File: src/rtl/core/s2a_pkg.sv
// shared types, constants and tables for the spherical-to-joint-goal pipeline
package s2a_pkg;

    localparam int CORDIC_STAGES = 16;
    localparam int TABLE_LEN     = 24;
    localparam int CORDIC_N      = (CORDIC_STAGES > TABLE_LEN) ? TABLE_LEN : CORDIC_STAGES;

    localparam int LATENCY = 3 * CORDIC_N + 11;

    localparam int W   = 36;
    localparam int QW  = 16;
    localparam int DW  = 50;
    localparam int PW  = 64;

    typedef logic signed [W-1:0]  t_word;
    typedef logic signed [QW-1:0] t_quo;
    typedef logic signed [DW-1:0] t_dvd;
    typedef logic signed [PW-1:0] t_prod;

    localparam t_word ANG_PI      = 36'sd3373259426;
    localparam t_word ANG_HALF_PI = 36'sd1686629713;
    localparam t_word GAIN_INIT   = 36'sd652032874;
    localparam logic signed [30:0] GAIN_MUL = 31'sd652032874;

    localparam int DIV_SHIFT = 48;
    localparam logic signed [29:0] DIV_RECIP =
        30'(((64'd1 << (DIV_SHIFT + 11)) / 64'd3373259426));
    localparam logic signed [33:0] DIV_PI = 34'sd3373259426;

    localparam t_word ATAN_TAB [TABLE_LEN] = '{
        36'sd843314856, 36'sd497837829, 36'sd263043836, 36'sd133525158,
        36'sd67021686,  36'sd33543515,  36'sd16775850,  36'sd8388437,
        36'sd4194282,   36'sd2097149,   36'sd1048575,   36'sd524287,
        36'sd262143,    36'sd131071,    36'sd65535,     36'sd32767,
        36'sd16383,     36'sd8191,      36'sd4095,      36'sd2047,
        36'sd1023,      36'sd511,       36'sd255,       36'sd127
    };

    typedef enum logic {
        CFG_ROLL_OFFSET = 1'b0,
        CFG_ELBOW_GOAL  = 1'b1
    } t_cfg_idx;

    localparam logic [11:0] ROLL_OFFSET_RST = 12'd2600;
    localparam logic [11:0] ELBOW_GOAL_RST  = 12'd1024;

    typedef struct packed {
        t_word x;
        logic  zero;
        logic  rej;
    } t_xside;

    typedef struct packed {
        t_word ang;
        logic  rej;
    } t_pside;

endpackage

File: src/rtl/core/s2a_qdiv.sv
// three-stage floor division of angle*2048 by pi with an exactness flag
module s2a_qdiv (
    input  logic           i_clk,
    input  logic           i_rst_n,
    input  logic           i_vld,
    input  s2a_pkg::t_word i_ang,
    output logic           o_vld,
    output s2a_pkg::t_quo  o_q,
    output logic           o_exact
);
    logic                 r_vld1;
    logic                 r_vld2;
    logic                 r_vld3;
    s2a_pkg::t_prod       r_prod;
    s2a_pkg::t_dvd        r_d1;
    s2a_pkg::t_dvd        r_d2;
    s2a_pkg::t_quo        r_qest;
    s2a_pkg::t_dvd        r_qp;
    s2a_pkg::t_quo        r_q;
    logic                 r_exact;

    logic signed [33:0]   ang_s;
    s2a_pkg::t_quo        qest;
    s2a_pkg::t_dvd        n_rem;
    s2a_pkg::t_quo        n_q;
    logic                 n_exact;

    assign ang_s = i_ang[33:0];
    assign qest  = r_prod[s2a_pkg::DIV_SHIFT +: s2a_pkg::QW];

    // estimate is off by at most one either way
    always_comb begin
        n_rem   = r_d2 - r_qp;
        n_q     = r_qest;
        n_exact = (n_rem == '0);
        if (n_rem[s2a_pkg::DW-1]) begin
            n_q     = r_qest - 16'sd1;
            n_exact = (n_rem == -s2a_pkg::DW'(s2a_pkg::DIV_PI));
        end else if (n_rem >= s2a_pkg::DW'(s2a_pkg::DIV_PI)) begin
            n_q     = r_qest + 16'sd1;
            n_exact = (n_rem == s2a_pkg::DW'(s2a_pkg::DIV_PI));
        end
    end

    always_ff @(posedge i_clk) begin
        if (!i_rst_n) begin
            r_vld1 <= 1'b0;
            r_vld2 <= 1'b0;
            r_vld3 <= 1'b0;
        end else begin
            r_vld1 <= i_vld;
            r_vld2 <= r_vld1;
            r_vld3 <= r_vld2;
        end
    end

    always_ff @(posedge i_clk) begin
        r_prod  <= s2a_pkg::PW'(ang_s * s2a_pkg::DIV_RECIP);
        r_d1    <= s2a_pkg::DW'(i_ang) <<< 11;
        r_qest  <= qest;
        r_qp    <= s2a_pkg::DW'(qest * s2a_pkg::DIV_PI);
        r_d2    <= r_d1;
        r_q     <= n_q;
        r_exact <= n_exact;
    end

    assign o_vld   = r_vld3;
    assign o_q     = r_q;
    assign o_exact = r_exact;

endmodule
File: config.mk
export PLATFORM = sky130hd
export DESIGN_NAME = s2a_qdiv
export DESIGN_NICKNAME = d
export VERILOG_FILES = /design/src/rtl/core/s2a_pkg.sv /design/src/rtl/core/s2a_qdiv.sv
export SDC_FILE = /design/constraint.sdc
export NUM_CORES = 2
export LEC_CHECK = 0
export BUFFER_PORTS_ARGS = -buffer_cell sky130_fd_sc_hd__buf_2
export CAP_MARGIN = 25
export CELL_PAD_IN_SITES_DETAIL_PLACEMENT = 2
export CELL_PAD_IN_SITES_GLOBAL_PLACEMENT = 2
export CORE_UTILIZATION = 46
export CTS_CLUSTER_SIZE = 10
export DETAILED_ROUTE_END_ITERATION = 16
export GPL_TIMING_DRIVEN = 1
export PLACE_DENSITY = 0.95
export SLEW_MARGIN = 20
export SYNTH_ARGS = -nofsm -noshare
export SYNTH_HDL_FRONTEND = slang
export SYNTH_SLANG_ARGS = --single-unit
File: constraint.sdc
create_clock -name i_clk -period 11.2 [get_ports i_clk]
set_input_delay 1.12 -clock i_clk [delete_from_list [all_inputs] [get_ports i_clk]]
set_output_delay 1.12 -clock i_clk [all_outputs]
set_load 0.05 [all_outputs]
## Word level (Yosys, flattened, before mapping)

Index checks and enable logic that the tools add are counted.

- Bits in registers: 218
- Word-level logic and storage cells: 23

- Add/subtract/negate cells: 3
- Multiply operators: 2
- Order comparisons: 1
- Equal/unequal tests: 2
- Muxes and demuxes: 4
- Reductions and logical operators: 1

Operators with widths:

| kind | count |
|---|---|
| 50-bit by 33-bit == test with 1-bit output, second input constant | 2 |
| 34-bit by 28-bit multiplier with 62-bit output, second input constant | 1 |
| 50-bit by 33-bit >= comparator with 1-bit output, second input constant | 1 |
| 50-bit zero test | 1 |
| 47-bit by 50-bit subtractor with 50-bit output | 1 |
| 15-bit by 32-bit multiplier with 47-bit output, second input constant | 1 |
| 16-bit 2-to-1 mux | 2 |
| 15-bit by 2-bit adder with 16-bit output, second input constant | 1 |
| 15-bit by 2-bit subtractor with 16-bit output, second input constant | 1 |
| 1-bit 2-to-1 mux | 2 |

## Depth between registers and ports, before layout

- Depth after elaboration: 4
- Mapped depth: 27
- Depth with buffers taken out: 26

## Worst setup path before layout

Ideal clock, no wire load.

- Path type: input port to flip-flop
- Start: in i_ang[33]
- End: reg r_prod[61]
- Setup time: 0.118 ns
- Arrival time: 7.417 ns
- Setup slack: 3.665 ns
- Cell stages on the path: 24
- Cells stage by stage: buf_1 -> clkinv_1 -> clkbuf_1 -> fa_1 -> inv_1 -> fa_1 -> fa_1 -> fa_1 -> inv_1 -> fa_1 -> inv_1 -> ha_1 -> nand4_1 -> or3_1 -> nor4_1 -> o211ai_1 -> a31oi_1 -> o2111ai_1 -> nand3_1 -> a21oi_1 -> a211o_1 -> o211ai_1 -> a21oi_1 -> xnor2_1

- Longest elaborated chain between the ends: 1

Ends and longest elaborated chain:

| item | line | RTL |
|---|---|---|
| from (decl) | s2a_qdiv.sv:6 | `input s2a_pkg::t_word i_ang,` |
| 34-bit by 28-bit multiplier with 62-bit output | s2a_qdiv.sv:58 | `r_prod <= s2a_pkg::PW'(ang_s * s2a_pkg::DIV_RECIP);` |
| to (signal assigned) | s2a_qdiv.sv:58 |  |
| to (decl) | s2a_qdiv.sv:14 | `s2a_pkg::t_prod r_prod;` |

Every way passes these cells.
A chain may end at the register's enable or synchronous reset.

## Worst setup path in the final report

Same ends and word-level chain as after synthesis.

==> results.sh <==
export IMPL_outcome="complete, but fails checks"
export IMPL_violations="design-rule violations"
export IMPL_cts_root_buffer="clkbuf_16"
export IMPL_crit_start="i_ang[33]"
export IMPL_worst_pin_slew_ns=1.13
export IMPL_cts_tree="built"
export IMPL_wl_mm=167
export IMPL_final_setup_skew_ns=0.0382
export IMPL_path_clk_slew_ns=0.07
export IMPL_first_global_vias=32400
export IMPL_postSynthAreaPerCell_um2=9.49
export IMPL_vias=27300
export IMPL_die_x_um=261
export IMPL_ys_types=83
export IMPL_path_class="input port to flip-flop"
export IMPL_hold_buffers=0
export IMPL_area_growth_pct=6.28
export IMPL_start_util_pct=46.7
export IMPL_cts_resized=0
export IMPL_yosysWarnings=0
export IMPL_worstPathMaxFanout=31
export IMPL_detailed_place_hpwl_mm=117
export IMPL_cts_sinks=165
export IMPL_period_needed_ns=9.58
export IMPL_dieHeight_um=261
export IMPL_synth_flop_cell="dfxtp_1"
export IMPL_overflow=0
export IMPL_routedWlPerCell_um=39.9
export IMPL_syn_area_um2=30800
export IMPL_first_pass_iters=14
export IMPL_gp_congestion=0.917
export IMPL_drv_cap=0
export IMPL_final_common_cell="inv_1"
export IMPL_r2r_start="r_prod[52]"
export IMPL_via_per_inst=6.54
export IMPL_post_cts_buffers=0
export IMPL_drtAntennaViolNets=0
export IMPL_grt_usage_pct=50.1
export IMPL_drc_errors=16
export IMPL_grt_max_degree=37
export IMPL_synthesis_nets=4356
export IMPL_core_um2=66000
export IMPL_min_path_type="flip-flop to flip-flop"
export IMPL_rows=94
export IMPL_yosysSeqAreaShare_pct=10.7
export IMPL_relSlewSlack_pct=24.8
export IMPL_rsz0062_at_grt="false"
export IMPL_drt_iter0_drc=2681
export IMPL_arrival_ns=9.97
export IMPL_worst_hold_startpoint="r_d1[20]"
export IMPL_nets=4402
export IMPL_finalHoldViolations=0
export IMPL_setup_violations_final=0
export IMPL_pin_count=57
export IMPL_crit_required_ns=11.58
export IMPL_clock_latency_ns=0.51
export IMPL_die_area_um2=68000
export IMPL_syn_inst=3247
export IMPL_filler_cell_count=6866
export IMPL_antenna_found_initial=12
export IMPL_synthArstFlopShare_pct=0
export IMPL_report_final_slew_viol_count=0
export IMPL_cts_htree_levels=4
export IMPL_period_share_pct=85.6
export IMPL_drive_above_1_share_pct=3.72
export IMPL_numCtsBuffers=17
export IMPL_final_cell_mix="inv_1, ha_1, fa_1, dfxtp_1, a21oi_1"
export IMPL_clock_path_buffers=2
export IMPL_setup_tns_final_ns=0
export IMPL_ys_ff_latch=165
export IMPL_synth_edf_count=0
export IMPL_critPathLaunchType="input port"
export IMPL_max_freq_mhz=104
export IMPL_grt_pass1_wl_mm=238
export IMPL_end_kind="flip-flop"
export IMPL_io_buffers=56
[cells by family after synthesis]
| logic type | after synthesis | synth area share, % |
|---|---|---|
| flops | 165 | 10.7 |
| mux | 10 | 0.329 |
| buf+inv | 1007 | 12.4 |
| fa+ha+maj | 1071 | 56.4 |
| simple gates | 438 | 7.40 |
| compound gates | 432 | 9.24 |
| xor+xnor | 124 | 3.52 |
[routing by layer]
metal / up-vias / track usage, % / wire length (µm)
met5: - / 1.57 / 76
met4: 12 / 45.4 / 18500
li1: 10300 / - / -
met3: 1094 / 17.0 / 16300
met2: 2075 / 79.8 / 76200
met1: 13800 / 52.2 / 55800
[worst max-delay path: stages]
cell,delay [ns]
buf_2,0.65
ha_1,0.63
fa_1,0.64
ha_1,0.36
inv_1,0.20
fa_1,0.85
inv_1,0.15
fa_1,0.51
fa_1,0.55
inv_1,0.06
fa_1,0.39
inv_1,0.15
ha_1,0.35
nand4_1,0.19
or3_1,0.52
nor4_1,0.40
o211ai_1,0.19
a31oi_1,0.34
o2111ai_1,0.18
nand3_1,0.21
a21oi_1,0.22
a211o_1,0.40
o211ai_1,0.28
a21oi_1,0.14
xnor2_1,0.24
[cell type report]
cell class	instances	area [µm²]	area share, %
diodes	7	17.5	0.0535
clock buffers	19	443	1.35
repair buffers	63	330	1.01
well taps	864	1080	3.30
inverters	971	3640	11.1
clock inverters	13	206	0.630
multi-input cells	2075	23700	72.4
flip-flops and latches	165	3300	10.1
[sequential cells by signal (all words and copies together) (netlist names)]
register and count:
r_vld1 1, r_qp 43, r_qest 15, o_exact 1, o_q 16, r_vld2 1, r_d1 36, r_d2 36
r_prod 15, o_vld 1
[cells in the mapped netlist (6+ instances only)]
cell type / number / area (µm²)
nand2_1: 112 / 420
o21bai_1: 14 / 105
nand4_1: 20 / 125
a21o_1: 55 / 413
o211ai_1: 11 / 82.6
nor3b_1: 8 / 60.1
or2_2: 6 / 37.5
and3_1: 27 / 169
a31oi_1: 23 / 144
o21ai_0: 68 / 340
inv_1: 970 / 3640
nor2_1: 84 / 315
xor2_1: 38 / 333
clkbuf_1: 26 / 97.6
xnor2_1: 86 / 753
o31ai_1: 8 / 60.1
nor2b_1: 21 / 131
a41oi_1: 8 / 70.1
mux2i_1: 9 / 90.1
and2_1: 15 / 93.8
a2111oi_0: 6 / 52.6
nor3_1: 33 / 165
ha_1: 538 / 6730
o21a_1: 18 / 135
or3_1: 13 / 81.3
nand2b_1: 19 / 119
a211oi_1: 20 / 150
nor4_1: 16 / 100
a21oi_1: 133 / 666
and4_1: 8 / 70.1
nand3_1: 37 / 185
fa_1: 532 / 10700
dfxtp_1: 165 / 3300
[stage by stage]
stage	util [%]	setup WS [ns]	hold slack [ns]	cell area, µm²	instances
6_report	49.6	1.62	0.331	32800	4177
5_1_grt	49.6	1.45	0.335	32700	4174
4_1_cts	49.6	2.05	0.331	32700	4169
3_5_place_dp	48.6	1.71	0.315	32100	4137
3_3_place_gp	48.6	2.74	0.310	32100	4137
2_1_floorplan	-	3.67	0.310	30800	3247
[final timing paths]
path	endpoint	slack, ns	cells past startpoint
hold / removal	r_d2[20]	0.33	0
setup / recovery	r_prod[61]	1.62	25
setup reg to reg	r_qp[48]	2.65	23
hold reg to reg	r_d2[20]	0.33	0
Power is left out: the tool's default activity adds up to more than one toggle a clock period on the data nets, which glitch-free logic cannot reach.
